--- src/hdl/tjr_pkg.sv ---
`default_nettype none

package tjr_pkg;

   localparam int PosW      = 64;
   localparam int VelW      = 32;
   localparam int WorkW     = 34;   // working velocity, holds w + step before the clamp
   localparam int RateW     = 31;
   localparam int OffW      = 40;
   localparam int TickW     = 32;
   localparam int MagW      = 32;
   localparam int ProdW     = MagW + TickW;
   localparam int FracShift = 16;   // Q16.16 x Q0.32 -> Q32.32
   localparam int CsrIdxW   = 3;
   localparam int CsrDataW  = 40;

   localparam logic [RateW-1:0] MaxVelocityRst  = RateW'(655360);
   localparam logic [RateW-1:0] EndVelocityRst  = RateW'(0);
   localparam logic [RateW-1:0] AccelRateRst    = RateW'(131072);
   localparam logic [RateW-1:0] VelocityStepRst = RateW'(131);
   localparam logic [OffW-1:0]  RampOffsetRst   = OffW'(4295);
   localparam logic [TickW-1:0] TickPeriodRst   = TickW'(4294967);

   typedef enum logic [CsrIdxW-1:0] {
      CSR_MAX_VELOCITY  = 3'd0,
      CSR_END_VELOCITY  = 3'd1,
      CSR_ACCEL_RATE    = 3'd2,
      CSR_VELOCITY_STEP = 3'd3,
      CSR_RAMP_OFFSET   = 3'd4,
      CSR_TICK_PERIOD   = 3'd5
   } csr_index_type;

   typedef enum logic [4:0] {
      ST_IDLE,
      ST_SELECT,
      ST_ACC_TEST,
      ST_ACC_MUL,
      ST_ACC_TERM,
      ST_ACC_STEP,
      ST_CLAMP,
      ST_CRU_MUL,
      ST_CRU_TERM,
      ST_CRU_STEP,
      ST_DEC_TEST,
      ST_DEC_MUL,
      ST_DEC_TERM,
      ST_DEC_STEP,
      ST_DEC_END,
      ST_WRITE,
      ST_DONE
   } state_type;

   typedef enum logic [3:0] {
      OP_NONE,
      OP_CAPTURE,
      OP_LOAD,
      OP_LOAD_LOCK,
      OP_MUL,
      OP_TERM,
      OP_ACC_STEP,
      OP_DEC_STEP,
      OP_CLAMP,
      OP_CRUISE,
      OP_END,
      OP_WRITE,
      OP_OUT
   } dp_op_type;

   typedef enum logic [1:0] {
      OFS_NONE,
      OFS_ADD,
      OFS_SUB
   } ofs_sel_type;

   typedef struct packed {
      dp_op_type   op;
      logic        dir;    // 0 forward, 1 backward
      ofs_sel_type ofs;
   } dp_cmd_type;

   typedef struct packed {
      logic fwd_req;
      logic bck_req;
      logic fwd_lock;
      logic bck_lock;
      logic w_lt_max;
      logic w_ge_max;
      logic w_gt_end;
      logic w_le_end;
      logic out_busy;
   } dp_status_type;

endpackage

`default_nettype wire

--- src/hdl/tjr_ctrl.sv ---
`default_nettype none

module tjr_ctrl (
   input  logic                   clock,
   input  logic                   reset,
   input  logic                   req_valid,
   output logic                   req_ready,
   input  tjr_pkg::dp_status_type status,
   output tjr_pkg::dp_cmd_type    cmd
);
   import tjr_pkg::*;

   state_type state_ff, state_in;
   logic      dir_ff, dir_in;

   logic sel_req, own_lock, other_lock, acc_go, dec_go;

   assign sel_req    = dir_ff ? status.bck_req  : status.fwd_req;
   assign own_lock   = dir_ff ? status.bck_lock : status.fwd_lock;
   assign other_lock = dir_ff ? status.fwd_lock : status.bck_lock;
   assign acc_go     = sel_req && !other_lock;
   assign dec_go     = !sel_req && own_lock;

   always_ff @(posedge clock) begin
      if (reset) begin
         state_ff <= ST_IDLE;
         dir_ff   <= 1'b0;
      end else begin
         state_ff <= state_in;
         dir_ff   <= dir_in;
      end
   end

   // next state
   always_comb begin
      state_in = state_ff;
      dir_in   = dir_ff;
      unique case (state_ff)
         ST_IDLE: begin
            if (req_valid) begin
               state_in = ST_SELECT;
               dir_in   = 1'b0;
            end
         end
         ST_SELECT: begin
            if (acc_go) begin
               state_in = ST_ACC_TEST;
            end else if (dec_go) begin
               state_in = ST_DEC_TEST;
            end else if (!dir_ff) begin
               dir_in = 1'b1;
            end else begin
               state_in = ST_DONE;
            end
         end
         ST_ACC_TEST: state_in = status.w_lt_max ? ST_ACC_MUL : ST_CLAMP;
         ST_ACC_MUL:  state_in = ST_ACC_TERM;
         ST_ACC_TERM: state_in = ST_ACC_STEP;
         ST_ACC_STEP: state_in = ST_CLAMP;
         ST_CLAMP:    state_in = status.w_ge_max ? ST_CRU_MUL : ST_WRITE;
         ST_CRU_MUL:  state_in = ST_CRU_TERM;
         ST_CRU_TERM: state_in = ST_CRU_STEP;
         ST_CRU_STEP: state_in = ST_WRITE;
         ST_DEC_TEST: state_in = status.w_gt_end ? ST_DEC_MUL : ST_DEC_END;
         ST_DEC_MUL:  state_in = ST_DEC_TERM;
         ST_DEC_TERM: state_in = ST_DEC_STEP;
         ST_DEC_STEP: state_in = ST_DEC_END;
         ST_DEC_END:  state_in = ST_WRITE;
         ST_WRITE: begin
            if (!dir_ff) begin
               dir_in   = 1'b1;
               state_in = ST_SELECT;
            end else begin
               state_in = ST_DONE;
            end
         end
         ST_DONE: begin
            if (!status.out_busy) begin
               state_in = ST_IDLE;
            end
         end
         default: state_in = ST_IDLE;
      endcase
   end

   // outputs
   always_comb begin
      cmd.op    = OP_NONE;
      cmd.dir   = dir_ff;
      cmd.ofs   = OFS_NONE;
      req_ready = 1'b0;
      unique case (state_ff)
         ST_IDLE: begin
            req_ready = 1'b1;
            if (req_valid) begin
               cmd.op = OP_CAPTURE;
            end
         end
         ST_SELECT: begin
            if (acc_go) begin
               cmd.op = OP_LOAD_LOCK;
            end else if (dec_go) begin
               cmd.op = OP_LOAD;
            end
         end
         ST_ACC_TEST, ST_DEC_TEST: cmd.op = OP_NONE;
         ST_ACC_MUL, ST_CRU_MUL, ST_DEC_MUL: cmd.op = OP_MUL;
         ST_ACC_TERM: begin
            cmd.op  = OP_TERM;
            cmd.ofs = OFS_ADD;
         end
         ST_CRU_TERM: begin
            cmd.op  = OP_TERM;
            cmd.ofs = OFS_NONE;
         end
         ST_DEC_TERM: begin
            cmd.op  = OP_TERM;
            cmd.ofs = OFS_SUB;
         end
         ST_ACC_STEP: cmd.op = OP_ACC_STEP;
         ST_CLAMP:    cmd.op = OP_CLAMP;
         ST_CRU_STEP: cmd.op = OP_CRUISE;
         ST_DEC_STEP: cmd.op = OP_DEC_STEP;
         ST_DEC_END:  cmd.op = status.w_le_end ? OP_END : OP_NONE;
         ST_WRITE:    cmd.op = OP_WRITE;
         ST_DONE:     cmd.op = status.out_busy ? OP_NONE : OP_OUT;
         default:     cmd.op = OP_NONE;
      endcase
   end

endmodule

`default_nettype wire

--- src/hdl/tjr_dp.sv ---
`default_nettype none

module tjr_dp (
   input  logic                                  clock,
   input  logic                                  reset,
   input  logic                                  csr_write_enable,
   input  logic [tjr_pkg::CsrIdxW-1:0]           csr_index,
   input  logic [tjr_pkg::CsrDataW-1:0]          csr_write_data,
   input  logic                                  req_forward_request,
   input  logic                                  req_backward_request,
   input  tjr_pkg::dp_cmd_type                   cmd,
   output tjr_pkg::dp_status_type                status,
   output logic                                  rsp_valid,
   input  logic                                  rsp_ready,
   output logic signed [tjr_pkg::PosW-1:0]       rsp_position,
   output logic signed [tjr_pkg::VelW-1:0]       rsp_velocity,
   output logic        [tjr_pkg::RateW-1:0]      rsp_accel_magnitude,
   output logic                                  rsp_forward_active,
   output logic                                  rsp_backward_active
);
   import tjr_pkg::*;

   // configuration
   logic [RateW-1:0] max_vel_ff, end_vel_ff, accel_rate_ff, vel_step_ff;
   logic [OffW-1:0]  ramp_off_ff;
   logic [TickW-1:0] tick_ff;

   // axis state
   logic [PosW-1:0]         pos_ff, pos_in;
   logic signed [VelW-1:0]  vel_ff, vel_in;
   logic [RateW-1:0]        accel_ff, accel_in;
   logic                    fwd_lock_ff, fwd_lock_in;
   logic                    bck_lock_ff, bck_lock_in;

   // working registers
   logic signed [WorkW-1:0] w_ff, w_in;
   logic [ProdW-1:0]        prod_ff, prod_in;
   logic [PosW-1:0]         term_ff, term_in;
   logic                    fwd_req_ff, fwd_req_in;
   logic                    bck_req_ff, bck_req_in;

   // result item
   logic                    rsp_valid_ff, rsp_valid_in;
   logic [PosW-1:0]         out_pos_ff;
   logic [VelW-1:0]         out_vel_ff;
   logic [RateW-1:0]        out_accel_ff;
   logic                    out_fwd_ff, out_bck_ff;

   logic signed [WorkW-1:0] vel_ext, max_ext, end_ext, step_ext, w_abs;
   logic [MagW-1:0]         w_mag;
   logic [PosW-1:0]         pm, pm_x, off_ext, off_x;
   logic                    w_neg, ofs_sub;
   logic [VelW-1:0]         w_low;

   always_ff @(posedge clock) begin
      if (reset) begin
         max_vel_ff    <= MaxVelocityRst;
         end_vel_ff    <= EndVelocityRst;
         accel_rate_ff <= AccelRateRst;
         vel_step_ff   <= VelocityStepRst;
         ramp_off_ff   <= RampOffsetRst;
         tick_ff       <= TickPeriodRst;
      end else if (csr_write_enable) begin
         unique case (csr_index)
            CSR_MAX_VELOCITY:  max_vel_ff    <= csr_write_data[RateW-1:0];
            CSR_END_VELOCITY:  end_vel_ff    <= csr_write_data[RateW-1:0];
            CSR_ACCEL_RATE:    accel_rate_ff <= csr_write_data[RateW-1:0];
            CSR_VELOCITY_STEP: vel_step_ff   <= csr_write_data[RateW-1:0];
            CSR_RAMP_OFFSET:   ramp_off_ff   <= csr_write_data[OffW-1:0];
            CSR_TICK_PERIOD:   tick_ff       <= csr_write_data[TickW-1:0];
            default: ;
         endcase
      end
   end

   assign vel_ext  = {{(WorkW-VelW){vel_ff[VelW-1]}}, vel_ff};
   assign max_ext  = {{(WorkW-RateW){1'b0}}, max_vel_ff};
   assign end_ext  = {{(WorkW-RateW){1'b0}}, end_vel_ff};
   assign step_ext = {{(WorkW-RateW){1'b0}}, vel_step_ff};

   assign w_neg = w_ff[WorkW-1];
   assign w_abs = w_neg ? -w_ff : w_ff;
   assign w_mag = w_abs[MagW-1:0];     // |w| never exceeds 2^31 where it is multiplied
   assign w_low = w_ff[VelW-1:0];

   // v*dt toward zero: negate the truncated magnitude, fold offset in, one add
   assign pm      = {{FracShift{1'b0}}, prod_ff[ProdW-1:FracShift]};
   assign pm_x    = pm ^ {PosW{w_neg}};
   assign off_ext = {{(PosW-OffW){1'b0}}, ramp_off_ff};
   assign ofs_sub = (cmd.ofs == OFS_SUB);
   always_comb begin
      case (cmd.ofs)
         OFS_ADD: off_x = off_ext;
         OFS_SUB: off_x = ~off_ext;
         default: off_x = '0;
      endcase
   end

   always_comb begin
      pos_in       = pos_ff;
      vel_in       = vel_ff;
      accel_in     = accel_ff;
      fwd_lock_in  = fwd_lock_ff;
      bck_lock_in  = bck_lock_ff;
      w_in         = w_ff;
      prod_in      = prod_ff;
      term_in      = term_ff;
      fwd_req_in   = fwd_req_ff;
      bck_req_in   = bck_req_ff;
      rsp_valid_in = rsp_valid_ff && !rsp_ready;
      unique case (cmd.op)
         OP_NONE: ;
         OP_CAPTURE: begin
            fwd_req_in = req_forward_request;
            bck_req_in = req_backward_request;
         end
         OP_LOAD: w_in = cmd.dir ? -vel_ext : vel_ext;
         OP_LOAD_LOCK: begin
            w_in = cmd.dir ? -vel_ext : vel_ext;
            if (cmd.dir) begin
               bck_lock_in = 1'b1;
            end else begin
               fwd_lock_in = 1'b1;
            end
         end
         OP_MUL:  prod_in = w_mag * tick_ff;
         OP_TERM: term_in = pm_x + off_x + PosW'(w_neg) + PosW'(ofs_sub);
         OP_ACC_STEP: begin
            pos_in   = cmd.dir ? pos_ff - term_ff : pos_ff + term_ff;
            w_in     = w_ff + step_ext;
            accel_in = accel_rate_ff;
         end
         OP_DEC_STEP: begin
            pos_in   = cmd.dir ? pos_ff - term_ff : pos_ff + term_ff;
            w_in     = w_ff - step_ext;
            accel_in = accel_rate_ff;
         end
         OP_CLAMP: begin
            if (w_ff > max_ext) begin
               w_in = max_ext;
            end
         end
         OP_CRUISE: begin
            pos_in   = cmd.dir ? pos_ff - term_ff : pos_ff + term_ff;
            accel_in = '0;
         end
         OP_END: begin
            w_in     = end_ext;
            accel_in = '0;
            if (cmd.dir) begin
               bck_lock_in = 1'b0;
            end else begin
               fwd_lock_in = 1'b0;
            end
         end
         OP_WRITE: vel_in = cmd.dir ? -w_low : w_low;
         OP_OUT:   rsp_valid_in = 1'b1;
         default: ;
      endcase
   end

   always_ff @(posedge clock) begin
      if (reset) begin
         pos_ff       <= '0;
         vel_ff       <= '0;
         accel_ff     <= '0;
         fwd_lock_ff  <= 1'b0;
         bck_lock_ff  <= 1'b0;
         rsp_valid_ff <= 1'b0;
      end else begin
         pos_ff       <= pos_in;
         vel_ff       <= vel_in;
         accel_ff     <= accel_in;
         fwd_lock_ff  <= fwd_lock_in;
         bck_lock_ff  <= bck_lock_in;
         rsp_valid_ff <= rsp_valid_in;
      end
   end

   always_ff @(posedge clock) begin
      w_ff       <= w_in;
      prod_ff    <= prod_in;
      term_ff    <= term_in;
      fwd_req_ff <= fwd_req_in;
      bck_req_ff <= bck_req_in;
      if (cmd.op == OP_OUT) begin
         out_pos_ff   <= pos_ff;
         out_vel_ff   <= vel_ff;
         out_accel_ff <= accel_ff;
         out_fwd_ff   <= fwd_lock_ff;
         out_bck_ff   <= bck_lock_ff;
      end
   end

   assign status.fwd_req  = fwd_req_ff;
   assign status.bck_req  = bck_req_ff;
   assign status.fwd_lock = fwd_lock_ff;
   assign status.bck_lock = bck_lock_ff;
   assign status.w_lt_max = (w_ff < max_ext);
   assign status.w_ge_max = (w_ff >= max_ext);
   assign status.w_gt_end = (w_ff > end_ext);
   assign status.w_le_end = (w_ff <= end_ext);
   assign status.out_busy = rsp_valid_ff && !rsp_ready;

   assign rsp_valid           = rsp_valid_ff;
   assign rsp_position        = out_pos_ff;
   assign rsp_velocity        = out_vel_ff;
   assign rsp_accel_magnitude = out_accel_ff;
   assign rsp_forward_active  = out_fwd_ff;
   assign rsp_backward_active = out_bck_ff;

endmodule

`default_nettype wire

--- src/hdl/trapezoidal_jog_ramp.sv ---
`default_nettype none

// Trapezoidal jog ramp, one servo axis. Each req item is one servo tick
// carrying the forward and backward jog buttons; each tick returns one rsp
// item with position (Q32.32), velocity (Q16.16), acceleration magnitude
// and the two direction locks, all as they stand after the tick.
// The csr port writes the six profile registers; write them only while idle.
// Each tick walks the controller through each direction in turn (forward,
// then backward): load, test, multiply, offset, position update and
// writeback, on the one shared 32x32 multiplier.
// One tick is in work at a time; req_ready is high only while idle, so a
// new tick is taken only once the controller is through with the last one.
// The rsp item sits in its own register, so the next tick is accepted while
// it waits; a tick that finishes while the previous rsp is still stalled
// holds until rsp_ready frees the register.
// Reset (synchronous): position, velocity, acceleration and locks go to
// zero and the registers to their default profile.
module trapezoidal_jog_ramp (
   input  logic                                  clock,
   input  logic                                  reset,
   input  logic                                  csr_write_enable,
   input  logic [tjr_pkg::CsrIdxW-1:0]           csr_index,
   input  logic [tjr_pkg::CsrDataW-1:0]          csr_write_data,
   input  logic                                  req_valid,
   output logic                                  req_ready,
   input  logic                                  req_forward_request,
   input  logic                                  req_backward_request,
   output logic                                  rsp_valid,
   input  logic                                  rsp_ready,
   output logic signed [tjr_pkg::PosW-1:0]       rsp_position,
   output logic signed [tjr_pkg::VelW-1:0]       rsp_velocity,
   output logic        [tjr_pkg::RateW-1:0]      rsp_accel_magnitude,
   output logic                                  rsp_forward_active,
   output logic                                  rsp_backward_active
);
   import tjr_pkg::*;

   dp_cmd_type    cmd;
   dp_status_type status;

   tjr_ctrl u_ctrl (
      .clock     (clock),
      .reset     (reset),
      .req_valid (req_valid),
      .req_ready (req_ready),
      .status    (status),
      .cmd       (cmd)
   );

   tjr_dp u_dp (
      .clock                (clock),
      .reset                (reset),
      .csr_write_enable     (csr_write_enable),
      .csr_index            (csr_index),
      .csr_write_data       (csr_write_data),
      .req_forward_request  (req_forward_request),
      .req_backward_request (req_backward_request),
      .cmd                  (cmd),
      .status               (status),
      .rsp_valid            (rsp_valid),
      .rsp_ready            (rsp_ready),
      .rsp_position         (rsp_position),
      .rsp_velocity         (rsp_velocity),
      .rsp_accel_magnitude  (rsp_accel_magnitude),
      .rsp_forward_active   (rsp_forward_active),
      .rsp_backward_active  (rsp_backward_active)
   );

`ifndef NO_ASSERTIONS
   // the two directions lock each other out
   a_lock_exclusive: assert property (@(posedge clock) disable iff (reset)
      rsp_valid |-> !(rsp_forward_active && rsp_backward_active))
      else $error("both direction locks set");

   // with no move in progress there is no acceleration left over
   a_idle_no_accel: assert property (@(posedge clock) disable iff (reset)
      (rsp_valid && !rsp_forward_active && !rsp_backward_active)
         |-> (rsp_accel_magnitude == '0))
      else $error("acceleration reported with no active move");

   // one tick in work at a time
   a_single_item: assert property (@(posedge clock) disable iff (reset)
      (req_valid && req_ready) |=> !req_ready)
      else $error("new item accepted while a tick is in work");
`endif

endmodule

`default_nettype wire
--- config.mk ---
export PLATFORM = sky130hd
export DESIGN_NAME = trapezoidal_jog_ramp
export DESIGN_NICKNAME = d
export VERILOG_FILES = /design/src/hdl/tjr_pkg.sv /design/src/hdl/tjr_ctrl.sv /design/src/hdl/tjr_dp.sv /design/src/hdl/trapezoidal_jog_ramp.sv
export SDC_FILE = /design/constraint.sdc
export NUM_CORES = 2
export LEC_CHECK = 0
export BUFFER_PORTS_ARGS = -buffer_cell sky130_fd_sc_hd__clkbuf_2
export CORE_AREA = 2 2 342 513
export CTS_CLUSTER_DIAMETER = 100
export DETAILED_ROUTE_END_ITERATION = 8
export DIE_AREA = 0 0 344 515
export GPL_TIMING_DRIVEN = 0
export PLACE_DENSITY = 0.65
export REMOVE_ABC_BUFFERS = 1
export SYNTH_ARGS = -nofsm -noshare
export SYNTH_HDL_FRONTEND = slang
export SYNTH_HIERARCHICAL = 1
export SYNTH_SLANG_ARGS = --single-unit
--- constraint.sdc ---
create_clock -name clock -period 15.68 [get_ports clock]
set_input_delay 0 -clock clock [delete_from_list [all_inputs] [get_ports clock]]
set_output_delay 0 -clock clock [all_outputs]
set_load 0.01 [all_outputs]
# [Yosys cells after proc, flatten, opt, wreduce, memory -nomap -nowiden]
# Cells that the tools add are included.
[word_totals] register_bits=625 input_bits=50 word_cells=157
[classes] n_addsub=10 mul=1 n_lt_le_gt_ge=5 eq_ne=45 mux=40 bitwise=2 reduce_logical=30
[op_table] op="34-bit case mux with 5 select lines" count=1
[op_table] op="64-bit by 1-bit adder with 64-bit output" count=2
[op_table] op="64-bit adder" count=2
[op_table] op="64-bit case mux with 2 select lines" count=1
[op_table] op="5-bit case mux with 16 select lines" count=1
[op_table] op="34-bit by 32-bit greater-than comparator with 1-bit output" count=2
[op_table] op="34-bit two-way mux" count=2
[op_table] op="32-bit by 32-bit multiplier with 64-bit output" count=1
[op_table] op="32-bit two-way mux" count=2
[op_table] op="64-bit two-way mux" count=1
[op_table] op="32-bit negator" count=2
[op_table] op="40-bit NOT with 64-bit output" count=1
[op_table] op="64-bit subtractor" count=1
[op_table] op="48-bit by 64-bit XOR with 64-bit output" count=1
[op_table] op="31-bit case mux with 2 select lines" count=1
[op_table] op="4-bit case mux with 11 select lines" count=1
[op_table] op="5-bit by 4-bit equality test with 1-bit output, second input constant" count=8
[op_table] op="34-bit by 32-bit adder with 34-bit output" count=1
[op_table] op="34-bit by 32-bit greater-or-equal comparator with 1-bit output" count=1
[op_table] op="34-bit by 32-bit <= comparator with 1-bit output" count=1
[op_table] op="34-bit by 32-bit less-than comparator with 1-bit output" count=1
[op_table] op="32-bit negator with 34-bit output" count=1
[op_table] op="34-bit by 32-bit subtractor with 34-bit output" count=1
[op_table] op="5-bit two-way mux" count=6
[op_table] op="35 further kinds" count=91

# [Logic depth before layout (Yosys ltp)]
[depth] depth_word=10 mapped_depth=38

# [By module]
# Netlist, hierarchy kept.
[by_module_without_submodules] module="tjr_dp" n_inst=1 cells_per_inst=7605 area_each_um2=68120.3
[by_module_without_submodules] module="tjr_ctrl" n_inst=1 cells_per_inst=89 area_each_um2=643.1

# [Worst setup path before layout]
# No wires, ideal clock.
[synth_path] path_kind="register to register" startpoint="register u_dp.w_ff[3]" endpoint="register u_dp.rsp_valid_ff (netlist: u_dp/rsp_valid)" setup_ns=0.098 arrival_ns=12.679 required_time_ns=15.582 path_slack_ns=2.903 path_stages_with_launch=19 n_path_buf=0 period_less_slack_ns=12.777 cell_sequence="edfxtp_1 > ha_1 > a21o_1 > a21o_1 > a221oi_1 > o21a_1 > o21a_1 > o21ai_0 > a21oi_1 > nor4_1 > a2111o_1 > nand2_1 > nor2_1 > o2bb2ai_1 > a32oi_1 > o22ai_1 > nand2_1 > nor3_1 > o21ba_2"
[synth_rtl] element="start, declared" line="tjr_dp.sv:36" rtl="logic signed [WorkW-1:0] w_ff, w_in;"
[synth_rtl] element="start signal, assigned" line="tjr_dp.sv:181" rtl="w_ff <= w_in;"
[synth_rtl] element="end signal, assigned" line="tjr_dp.sv:176" rtl="rsp_valid_ff <= rsp_valid_in;"
[synth_rtl] element="end, declared" line="tjr_dp.sv:43" rtl="logic rsp_valid_ff, rsp_valid_in;"

# [Worst setup path after layout]
[layout_path] startpoint="register u_dp.w_ff[0]" endpoint="register u_dp.prod_ff[59] (data pin)"
[layout_between] elab_chain_len=3
[layout_lines] element="32-bit negator" line="tjr_dp.sv:82" rtl="assign w_abs = w_neg ? -w_ff : w_ff;"
[layout_lines] element="32-bit two-way mux *" line="tjr_dp.sv:82"
[layout_lines] element="32-bit by 32-bit multiplier with 64-bit output *" line="tjr_dp.sv:126" rtl="OP_MUL: prod_in = w_mag * tick_ff;"
[layout_lines] element="end signal, assigned" line="tjr_dp.sv:182" rtl="prod_ff <= prod_in;"
[layout_lines] element="end, declared" line="tjr_dp.sv:37" rtl="logic [ProdW-1:0] prod_ff, prod_in;"
# Mark *: on every way between the ends. The rest lies on a longest branch, timed or not.
# A chain may end at the register's enable or synchronous reset.

==> reports/summary.txt <==
CP max-delay cell - edfxtp_1
input/output buffers - 180
area leader, netlist - fa_1
Worst Skew - 0.0377 ns
die width - 344 um
Fin. Hold Viols - 0
core footprint - 173000 um2
initial detailed-routing violation count - 3916
Total Wirelength - 209000 um
Synth Instances - 7694
CP Buf/Inv Count - 3
row count - 187
Clock Sinks - 609
final antenna-violating net count - 0
Hold/Removal Path Class - input port to register
Final WS setup - 3.64 ns
I/O pins - 181
Seq/Total Area, Yosys - 21.8%
first-pass GRT wire length - 322000 um
Synth Register Bits - 609
post-route cell area - 75300 um2
post-synth top area share - 26.1%
height of the die - 515 um
largest net degree at the start of global routing - 149
net count reported at finish - 9130
most used cell, CP - fa_1
Resized cells post-CTS - 0
total number of vias - 54943
initial antenna violation count - 5
pre-CTS setup slack - 3.83 ns
synth cell count leaders - nand2_1, inv_1, fa_1
GRT Overall Usage - 23.4%
CTS Root Cell - clkbuf_16
Critical Path Source Type - register
CTS tree - done
kind of critical path - register to register
vias in the first global route - 57365
CTS Buf Count - 52
Tcrit/Tclk final - 76.8%
MaxCap Viol Count - 0
drt first pass iters - 8
HPWL Detailed - 164000 um
final setup fails - 0
outcome - finished, final reports clean
mean number of vias per cell - 5.51
RSZ-0062 raised after global routing - no
routed length per instance - 20.9 um
Data arrival, critical path - 12.44 ns
worst-margin pin slew - 1.45 ns
die area - 177000 um2
Most used DFF post-synth - dfxtp_1
CTS H-tree depth - 2
RePlAce Congestion - 0.940
Period minus WS final - 12.04 ns
Layout fillers - 16712
multi-input logic area - 48700 um2
Avg Inst Size Synth - 8.94 um2
most common cell in the netlist - nand2_1
Syn-to-layout area delta - 9.57%
total gr overflow - 0
clk slew on worst S/H paths - 0.08 ns
fmax - 83.1 MHz
Max Root-Sink Buffers - 3
Final Max Slew Viols - 0
Register-to-Register Setup Slack - 3.64 ns
synth unique cells - 89
crit path capture type - register
family with the most delay on the worst path - adder cells
CP peak stage delay - 0.80 ns
share of layout cells above drive strength 1 - 6.40%
setup bufs post-CTS - 0
Initial Util - 39.8%
Clk Latency, worst-skew pair - 0.67 ns
Slew Limit Headroom - 3.62%
Reg area - 15000 um2
number of synthesized flops with an enable pin - 277
hold-fix buffers at CTS - 59
DRC viols - 0
CP max FO - 19
Critical Path RT - 16.08 ns
Yosys Warn Count - 6
ys async rst share - 0%
placement-stage cell area - 72900 um2
dominant cells by area after synthesis - fa_1, edfxtp_1, dfxtp_1, ha_1, nand2_1
Synth Cell Area - 68800 um2
[sequential cells by signal, summed over array words and instances (netlist names)]
signal                    count
u_dp/pos_ff                  64
u_dp/rsp_position            64
u_dp/term_ff                 64
u_dp/prod_ff                 48
u_dp/ramp_off_ff             40
u_dp/w_ff                    34
u_dp/rsp_velocity            32
u_dp/tick_ff                 32
u_dp/vel_ff                  32
u_dp/accel_ff                31
u_dp/accel_rate_ff           31
u_dp/end_vel_ff              31
u_dp/max_vel_ff              31
u_dp/rsp_accel_magnitude     31
u_dp/vel_step_ff             31
u_ctrl/state_ff               5
u_ctrl/dir_ff                 1
u_dp/bck_lock_ff              1
u_dp/bck_req_ff               1
u_dp/fwd_lock_ff              1
u_dp/fwd_req_ff               1
u_dp/rsp_backward_active      1
u_dp/rsp_forward_active       1
u_dp/rsp_valid                1
[through the flow]
stage / utilization, % / std cells / hold slack, ns / TNS, ns
after floorplan: - / 7264 / 0.0691 / 0
after global placement: 41.0 / 9712 / 0.185 / -431.68
after detailed placement: 42.2 / 9818 / 0.183 / 0
after CTS: 43.6 / 9973 / 0.0360 / 0
after global routing: 43.6 / 9974 / 0.0721 / 0
final: 43.6 / 9977 / 0.0660 / 0
[path summary, 6_finish.rpt]
path / from / end / cells past startpoint
worst max register to register: u_dp/w_ff[0] / u_dp/prod_ff[59] / 32
worst max-delay path: u_dp/w_ff[0] / u_dp/prod_ff[59] / 32
worst min-delay path: req_backward_request / u_dp/bck_req_ff / 2
worst min register to register: u_dp/accel_ff[14] / u_dp/rsp_accel_magnitude[14] / 0
[area by class of cell]
class,count,area share [%]
Inverter,1015,5.06
Clock inverter,29,0.440
Multi-Input combinational cell,5640,64.6
Sequential cell,609,19.9
Clock buffer,67,2.01
Timing Repair Buffer,345,4.23
Antenna cell,4,0.0133
Tap cell,2268,3.77
[cell usage in the layout (no fill, tap or decap), drive strengths merged, types with 13 or more instances in the layout]
cell	netlist	routed
a41oi	13	13
nor2	249	249
and2	602	602
xor2	170	170
o211ai	20	20
or3	41	41
nor2b	37	37
clkbuf	395	247
a22oi	33	33
dlygate4sd3	0	59
a21o	143	143
o21ai	259	259
o21a	26	26
inv	1014	1023
buf	35	106
nand4	57	57
a21oi	502	502
o21bai	37	37
o221ai	14	14
or2	13	13
nand3	73	73
dfxtp	332	332
nor4	28	28
a222oi	28	28
ha	519	519
o31ai	34	34
a211oi	64	64
or4	20	20
nor3	69	69
xnor2	236	236
and3	39	39
nand2	1180	1180
a31oi	38	38
nand2b	35	35
fa	898	898
edfxtp	277	277
clkinv	1	15
nor3b	16	16
[cells by family (layout without fill, tap and decap cells)]
family / count (synthesis) / count (layout) / synth area share [%]
buffers and inverters: 1445 / 1456 / 7.95
AOI/OAI and AO/OA: 1315 / 1315 / 11.9
adders and majority gates: 1417 / 1417 / 35.6
muxes: 9 / 9 / 0.133
xor gates and xnor gates: 406 / 406 / 5.17
DFF: 609 / 609 / 21.8
and+or+nand+nor: 2493 / 2493 / 17.5
other: 0 / 4 / 0
[worst register-to-register path: cells and delay by family, from the launching register on]
family / cells / cell delay (ns)
xor gates and xnor gates: 2 / 0.48
buffers and inverters: 3 / 0.47
adders and majority gates: 10 / 4.71
DFF: 1 / 0.80
AOI/OAI and AO/OA: 9 / 2.87
and+or+nand+nor: 8 / 2.48
[metal layers]
metal,vias to the layer above,share of wire (%),GRT usage [%],routed length [um]
li1,24886,-,-,-
met1,27412,36,25.8,75300
met4,0,7.4,15.4,15500
met3,683,4.7,1.85,9810
met2,1962,52,42.8,108000
met5,-,0,0,0
Power is left out: the tool's default activity adds up to more than one toggle a clock period on the data nets, which glitch-free logic cannot reach.
